**src/rtl/nbc_pkg.sv**
```systemverilog
`timescale 1ns / 1ps

package nbc_pkg;

  localparam int ROUNDS = 16;

  typedef logic [31:0] word_t;
  typedef word_t [3:0] block_t;
  typedef logic [7:0] rc_t;

  typedef struct packed {
    logic valid;
    logic mode;
  } ctrl_t;

  localparam logic MODE_ENC = 1'b0;
  localparam logic MODE_DEC = 1'b1;

  // Round constants 0..ROUNDS; the last ends encryption and begins decryption.
  localparam rc_t RCON [0:ROUNDS] = '{
    8'h80, 8'h1B, 8'h36, 8'h6C, 8'hD8, 8'hAB, 8'h4D, 8'h9A,
    8'h2F, 8'h5E, 8'hBC, 8'h63, 8'hC6, 8'h97, 8'h35, 8'h6A, 8'hD4
  };

  function automatic word_t rotl(input word_t x, input int n);
    rotl = (x << n) | (x >> (32 - n));
  endfunction

  function automatic block_t theta(input block_t a, input block_t k);
    block_t b;
    word_t  t;
    b = a;
    t = b[0] ^ b[2];
    t = t ^ rotl(t, 8) ^ rotl(t, 24);
    b[1] = b[1] ^ t;
    b[3] = b[3] ^ t;
    b[0] = b[0] ^ k[0];
    b[1] = b[1] ^ k[1];
    b[2] = b[2] ^ k[2];
    b[3] = b[3] ^ k[3];
    t = b[1] ^ b[3];
    t = t ^ rotl(t, 8) ^ rotl(t, 24);
    b[0] = b[0] ^ t;
    b[2] = b[2] ^ t;
    return b;
  endfunction

  function automatic block_t pi_gamma_pi(input block_t a);
    block_t b;
    word_t  t;
    b = a;
    b[1] = rotl(b[1], 1);
    b[2] = rotl(b[2], 5);
    b[3] = rotl(b[3], 2);
    b[1] = b[1] ^ (~b[3] & ~b[2]);
    b[0] = b[0] ^ (b[2] & b[1]);
    t = b[3];
    b[3] = b[0];
    b[0] = t;
    b[2] = b[2] ^ b[0] ^ b[1] ^ b[3];
    b[1] = b[1] ^ (~b[3] & ~b[2]);
    b[0] = b[0] ^ (b[2] & b[1]);
    b[1] = rotl(b[1], 31);
    b[2] = rotl(b[2], 27);
    b[3] = rotl(b[3], 30);
    return b;
  endfunction

endpackage

```
**src/rtl/nbc_final_cell.sv**
```systemverilog
`timescale 1ns / 1ps

module nbc_final_cell import nbc_pkg::*; (
  input  logic   clk,
  input  logic   rst,
  input  ctrl_t  ctrl_in,
  input  block_t data_in,
  input  block_t enc_key,
  input  block_t dec_key,
  output logic   done,
  output block_t data_out
);

  block_t data_next;

  always_comb begin
    data_next = data_in;
    if (ctrl_in.mode == MODE_DEC) begin
      data_next = theta(data_in, dec_key);
      data_next[0] = data_next[0] ^ {24'd0, RCON[0]};
    end else begin
      data_next[0] = data_next[0] ^ {24'd0, RCON[ROUNDS]};
      data_next = theta(data_next, enc_key);
    end
  end

  always_ff @(posedge clk) begin
    if (rst) begin
      done <= 1'b0;
    end else begin
      done <= ctrl_in.valid;
    end
  end

  always_ff @(posedge clk) begin
    data_out <= data_next;
  end

endmodule

```
**config.mk**
```make
export PLATFORM = sky130hd
export DESIGN_NAME = nbc_final_cell
export DESIGN_NICKNAME = d
export VERILOG_FILES = /design/src/rtl/nbc_pkg.sv /design/src/rtl/nbc_final_cell.sv
export SDC_FILE = /design/constraint.sdc
export NUM_CORES = 1
export LEC_CHECK = 0
export BUFFER_PORTS_ARGS = -buffer_cell sky130_fd_sc_hd__buf_2
export CAP_MARGIN = 10
export CORE_AREA = 2 2 200 202
export CTS_BUF_LIST = sky130_fd_sc_hd__clkbuf_8 sky130_fd_sc_hd__clkbuf_16
export CTS_CLUSTER_SIZE = 14
export DETAILED_ROUTE_END_ITERATION = 10
export DIE_AREA = 0 0 202 204
export HOLD_SLACK_MARGIN = 0.03
export PLACE_DENSITY_LB_ADDON = 0.2
export SYNTH_ARGS = -nofsm -noshare
export SYNTH_HDL_FRONTEND = slang
export SYNTH_SLANG_ARGS = --single-unit
```
**constraint.sdc**
```tcl
create_clock -name clk -period 3.9 [get_ports clk]
set_input_delay 0.585 -clock clk [delete_from_list [all_inputs] [get_ports clk]]
set_output_delay 0.585 -clock clk [all_outputs]
set_load 0.02 [all_outputs]
```
======== Word-level counts from Yosys, hierarchy flattened ========
Cells that the tools add are included.
cells by class
  bitwise logic cells ..................... 38
  mux-type cells .......................... 1
operators with widths
  cell            number
  $xor 32x32->32  28
  $mux 128        1
  $or 32x24->32   4
  $or 32x8->32    4
  $not 4->4       1
  $not 1->1       1
storage, ports and cells
  bits of input ports ..................... 388
  output and inout port bits .............. 129
  bits in registers ....................... 129
  word-level logic and storage cells ...... 44

======== Depth between registers and ports, before layout ========
Gate-level depths: netlist of run 1.
  depth after elaboration ................. 13
  depth in mapped cells ................... 7
  depth with buffers taken out ............ 5

======== Least setup slack after synthesis of run 1 ========
No wires, ideal clock.
  kind .................................... input-to-reg
  start point ............................. input port ctrl_in[0] (netlist name)
  end point ............................... register data_out[68] (netlist name)
  library setup time ...................... 0.072 ns
  path buffers ............................ 3
  stages on the path ...................... 5
  setup slack ............................. 1.845 ns
  data arrival time ....................... 1.983 ns
  data required time ...................... 3.828 ns
  path through ............................ clkbuf_1 -> clkbuf_1 -> buf_1 -> mux2i_1 -> xnor2_1
RTL lines
  what                  line                  RTL
  start, declared       nbc_final_cell.sv:6   input ctrl_t ctrl_in,
  end signal, assigned  nbc_final_cell.sv:36  data_out <= data_next;
  end, declared         nbc_final_cell.sv:11  output block_t data_out

==> metrics.md, run 1 <==
| Metric | Value |
|---|---|
| Crit path cell chain | `buf_2, xnor2_2, xnor2_1, xnor3_1, mux2i_1, xor2_1` |
| CP Launch Type | `input pin` |
| Hpwl dp | `33.9 mm` |
| Routed Antenna Nets | `0` |
| GP Congestion | `0.906` |
| Routed vias | `9084` |
| CTS Sinks | `129` |
| Fin util | `0.461` |
| HP Class | `in -> reg` |
| TritonCTS clock tree | `done` |
| VDD IR max | `0.325 mV` |
| YS warnings | `0` |
| Top post-synthesis cells by area | `xnor3_1 26%, xnor2_1 21%, dfxtp_1 18%` |
| Clk root buf | `clkbuf_16` |
| GRT Total Usage | `0.190` |
| RSZ-0062 raised after global routing | `no` |
| Clock transition at path regs | `0.06 ns` |
| Final WL | `39.2 mm` |
| Max-slew violation count | `0` |
| DR top layer | `met5` |
| Hold Fails Final Rpt | `0` |
| Final Cycle Share | `0.523` |
| Syn Nets | `1375` |
| Crit-path slowest cell | `xnor2_2` |
| Met1 WL | `15.5 mm` |
| Static Leak | `0.00935 µW` |
| DR iter-0 viols | `282` |
| Setup TNS | `0 ns` |
| Core ar. | `0.0392 mm²` |
| Congestion Overflow GR | `0` |
| Crit path DAT | `2.42 ns` |
| Max cap viols | `0` |
| Top cell type's share of synthesized area | `0.257` |
| Port Buffers | `516` |
| Worst slew pin tran | `0.693 ns` |
| Synth area leader | `xnor3_1` |
| Sequential-to-total area share from yosys stat | `0.181` |
| DRC | `0` |
| Wire per inst | `19.0 µm` |
| Vias in the first global route | `9847` |
| Die Y | `204 µm` |
| Largest net degree at the start of global routing | `65` |
| Layout cells sized above 1 | `0.404` |
| Multiplexer share of the synthesized area | `0.0729` |
| Cts repair resizes | `0` |
| Adder-cell area share of the yosys netlist | `0` |
| Avg Inst Size Synth | `14.5 µm²` |
| Synth Area in Compound Gates | `0.00841` |
| # Post-CTS Setup Buffers | `0` |
| CTS Buffer Depth | `2` |
| First-pass DRT Iterations | `4` |
| I/O Pins | `517` |
| Largest family of logic cells by synthesized area | `XOR/XNOR gates` |
| Worst setup EP type | `flop` |
| Std-Cell Rows | `73` |
| Status | `finished, final reports clean` |
| Critical path buffers and inverters | `1` |
| Vias per std cell | `4.41` |
| CP max FO | `6` |
| Final setup fails | `0` |
| Post-layout min period | `2.04 ns` |
| Cell family with most CP delay | `XOR/XNOR gates` |
| Post-synthesis cell type count | `15` |
| FMAX | `490 MHz` |
| Die Width | `202 µm` |
| Synth Instances | `987` |
| Die footprint | `0.0412 mm²` |
| Metal2 WL | `19.6 mm` |
| Post-Syn Area | `0.0143 mm²` |
| CTS H-tree depth | `4` |
| Initial antenna violation count | `25` |
| Synth Area in XOR/XNOR | `0.726` |
| CTS buffer count | `17` |
| CTS Hold Bufs | `0` |
| Max-slew headroom | `0.533` |
| Area delta synth->final | `26.6%` |
| Simple-gate share of the synthesized area | `0.00675` |
| First-pass GRT wire length | `57.5 mm` |
| #FFs+latches synth | `129` |
| Data required, critical path | `4.28 ns` |
| Final net count | `1897` |
| Final hold slack | `0.289 ns` |
| CP peak stage delay | `0.55 ns` |
| Met3 wire len | `3.44 mm` |
| Pwr dens | `550 mW/mm²` |
| WS Path Type | `in -> reg` |
| Initial core utilization | `0.364` |
[metal layers]
metal / GRT usage / vias up
li1: - / 4404
met1: 0.217 / 4274
met4: 0.0588 / 22
met5: 0 / -
met2: 0.331 / 337
met3: 0.0710 / 47
[power by group]
part	switching (µW)	leakage, µW	internal, µW
registers	205	0.00109	1990
logic	2880	0.00800	3340
clock network	681	0.000266	842
[Yosys cell counts]
master and instances:
xor3_1 93, nor2b_1 1, xor2_1 32, dfxtp_1 129
buf_2 6, xnor2_2 12, xnor3_1 163, nand2_1 24
mux2i_1 104, xnor2_4 20, o21ai_0 24, buf_1 2
xnor2_1 336, xor2_2 32, clkbuf_1 9
[stage by stage]
step / cell area, µm² / power, µW / setup slack, ns / instances
after floorplan: 14300 / 6840 / 1.85 / 987
after CTS: 18000 / 10100 / 1.83 / 2047
after detailed placement: 17500 / 8520 / 1.34 / 2015
final: 18100 / 9940 / 1.86 / 2060
after global routing: 18100 / 10600 / 1.65 / 2054
after global placement: 17500 / 8480 / 1.40 / 2015
[cell usage in the layout, fill, tap and decap left out]
cell type / instances
buf_12: 1
buf_2: 515
buf_4: 3
buf_6: 1
clkbuf_16: 17
clkbuf_8: 2
clkinv_2: 4
clkinv_4: 4
clkinvlp_4: 3
dfxtp_1: 129
diode_2: 13
inv_1: 1
inv_6: 1
mux2i_1: 104
nand2_1: 24
nor2b_1: 1
o21ai_0: 24
xnor2_1: 336
xnor2_2: 12
xnor2_4: 20
xnor3_1: 163
xor2_1: 32
xor2_2: 32
xor3_1: 93
[path summary, 6_finish.rpt]
| path | from | to | slack [ns] | depth (start not counted) |
|---|---|---|---|---|
| max | data_in[103] | data_out[31] | 1.86 | 6 |
| min | rst | done | 0.29 | 2 |
[layout make-up]
type	instances	area, µm²
fillers	3648	21100
multi-input cells	841	11600
repair buffers	520	2630
flip-flops and latches	129	2580
well taps	525	657
clock buffers	19	453
clock inverters	13	90.1
diodes	13	32.5
[kinds of logic (layout without fill, tap and decap cells)]
kind of cell           after synthesis  after routing
XOR/XNOR                           688            688
multiplexers                       104            104
AO/OA/AOI/OAI                       24             24
other                                0             13
buffers and inverters               17            552
AND/OR/NAND/NOR                     25             25
flip-flops                         129            129
[registers in the layout (all words and copies together) (netlist names)]
register  flops
data_out    128
done          1
Power figures use the tool's default switching activity.
==> inputs of run 2 (changes only) <==
==> constraint.sdc (replaced) <==
create_clock -name clk -period 1.8 [get_ports clk]
set_input_delay 0.27 -clock clk [delete_from_list [all_inputs] [get_ports clk]]
set_output_delay 0.27 -clock clk [all_outputs]
set_load 0.02 [all_outputs]
==> run 2 against run 1 <==
Routed wire length increased by 6.2%. Highest routed layer unchanged. Clock power increased to 2.6 times the previous value. Sequential share of layout area decreased by 1.7 points. Critical path depth unchanged. Total power increased by 130%. Non-clock buffer count increased by 283. Utilization increased by 6.2 points. Critical path type unchanged. Largest cell class unchanged. Global-route usage increased by 1.3 points. Worst hold slack got worse by 0.23 ns.
==> metrics.md, run 2 (same netlist as run 1, synthesis figures left out) <==
| Metric | Value |
|---|---|
| Status | `finished, final reports clean` |
| CTS Sinks | `129` |
| Port Buffers | `516` |
| Data required, critical path | `2.13 ns` |
| WS Path Type | `in -> reg` |
| TritonCTS clock tree | `done` |
| Crit path DAT | `2.04 ns` |
| Max FFs per register | `128` |
| Most frequent cells in the layout | `515 x buf_2, 335 x xnor2_1, 225 x buf_4` |
| Clock transition at path regs | `0.07 ns` |
| Hpwl dp | `36.0 mm` |
| Commonest non-fill, non-tap cell in the layout | `buf_2` |
| Sw Share | `0.360` |
| DRC | `0` |
| Biggest register | `data_out` |
| Placed cell area | `0.0192 mm²` |
| Vias in the first global route | `11000` |
| Die Y | `204 µm` |
| Final setup fails | `0` |
| Core ar. | `0.0392 mm²` |
| Post-layout min period | `1.71 ns` |
| VDD IR max | `0.683 mV` |
| Hold_sp | `data_in[21]` |
| Max-slew violation count | `0` |
| Pwr dens | `1140 mW/mm²` |
| Wire per inst | `17.8 µm` |
| FMAX | `585 MHz` |
| Clock power share | `0.172` |
| Routed vias | `10100` |
| CTS H-tree depth | `4` |
| First-pass GRT wire length | `61.8 mm` |
| RSZ-0062 raised after global routing | `yes` |
| Pwr Total | `23400 µW` |
| Final instance area | `0.0205 mm²` |
| CTS buffer count | `17` |
| Worst slew pin tran | `0.487 ns` |
| Flop pwr share | `0.204` |
| Die Width | `202 µm` |
| Std-Cell Rows | `73` |
| CP max FO | `2` |
| Routed Antenna Nets | `0` |
| Layout cells sized above 1 | `0.467` |
| GRT Total Usage | `0.203` |
| Final net count | `2180` |
| Max cap viols | `0` |
| CP Launch Type | `input pin` |
| Gate power share | `0.624` |
| Final Cycle Share | `0.950` |
| Switching pwr | `8410 µW` |
| HP Class | `in -> reg` |
| Congestion Overflow GR | `0` |
| GP Congestion | `0.917` |
| Vias per std cell | `4.30` |
| Initial antenna violation count | `20` |
| Die footprint | `0.0412 mm²` |
| FILL cells | `3470` |
| Static Leak | `0.0108 µW` |
| Worst setup EP type | `flop` |
| DR iter-0 viols | `388` |
| Initial core utilization | `0.364` |
| Largest net degree at the start of global routing | `30` |
| Final WL | `41.7 mm` |
| WHS Endpoint | `data_out[21]` |
| Worst hold path cell count | `2` |
| I/O Pins | `517` |
| Hold Fails Final Rpt | `0` |
| Post-route setup slack | `0.0897 ns` |
| Fin util | `0.524` |
| First-pass DRT Iterations | `4` |
| Biggest registers after layout | `data_out x128, done x1` |
| Pint | `14900 µW` |
| Max-slew headroom | `0.673` |
| CTS Buffer Depth | `2` |
| Pre-CTS setup slack | `-0.176 ns` |
| Clk root buf | `clkbuf_16` |
| Area delta synth->final | `43.7%` |
-- run 2: cell types whose count changed in the layout (fill, tap and decap cells not counted), sizes merged --
| cell | previous run | this run |
|---|---|---|
| buf | 520 | 746 |
| bufinv | 0 | 5 |
| clkinv | 8 | 4 |
| clkinvlp | 3 | 2 |
| diode | 13 | 12 |
| dlygate4sd3 | 0 | 57 |
-- run 2: cell type report --
| cell class | instances | area (µm²) | area share |
|---|---|---|---|
| Clock inverter | 13 | 209 | 0.0102 |
| Antenna cell | 12 | 30.0 | 0.00146 |
| Clock buffer | 19 | 453 | 0.0221 |
| Timing Repair Buffer | 803 | 4950 | 0.241 |
| Sequential cell | 129 | 2580 | 0.126 |
| Tap cell | 525 | 657 | 0.0320 |
| Multi-Input combinational cell | 841 | 11600 | 0.567 |
-- run 2: what timing repair did --
item,CTS,global route
setup endpoints to repair,0,5
endpoints found under the hold margin,57,0
setup buffers,0,0
hold buffers,57,0
resized for setup,0,2
-- run 2: layer usage --
metal	GRT usage	vias to the layer above	part of all wire
met5	0	-	0.0023
met3	0.0695	66	0.081
li1	-	4956	-
met1	0.228	4673	0.39
met2	0.354	359	0.50
met4	0.0780	14	0.026
-- run 2: how the worst max path moves through the flow --
stage	from	end	slack [ns]	depth (start not counted)
after global placement	data_in[123]	data_out[83]	-0.20	8
after detailed placement	data_in[123]	data_out[83]	-0.18	8
after floorplan	ctrl_in[0]	data_out[68]	0.06	5
final	data_in[74]	data_out[34]	0.09	6
after CTS	data_in[78]	data_out[46]	0.08	6
after global routing	data_in[74]	data_out[34]	-0.003	6
-- run 2: critical path, stage by stage --
cell and delay, ns:
dlygate4sd3_1 0.53, buf_2 0.14, xnor2_1 0.33, xor2_1 0.28, xor2_1 0.36, xnor2_1 0.13
-- run 2: metrics by stage --
| step | TNS, ns | hold WS [ns] | instances |
|---|---|---|---|
| 2_1_floorplan | 0 | 0.342 | 987 |
| 3_3_place_gp | -3.76 | 0.434 | 2241 |
| 3_5_place_dp | -4.67 | 0.445 | 2241 |
| 4_1_cts | 0 | 0.0302 | 2330 |
| 5_1_grt | -0.00394 | 0.0414 | 2337 |
| 6_report | 0 | 0.0581 | 2342 |
-- run 2: power by group through the flow --
stage                     logic (µW)  clock network, µW  registers, µW
after CTS                      14800               4160           4780
after global routing           15600               4280           4880
after global placement         14500                  0           4830
after detailed placement       14600                  0           4810
after floorplan                 8280                  0           6550
final                          14600               4020           4760
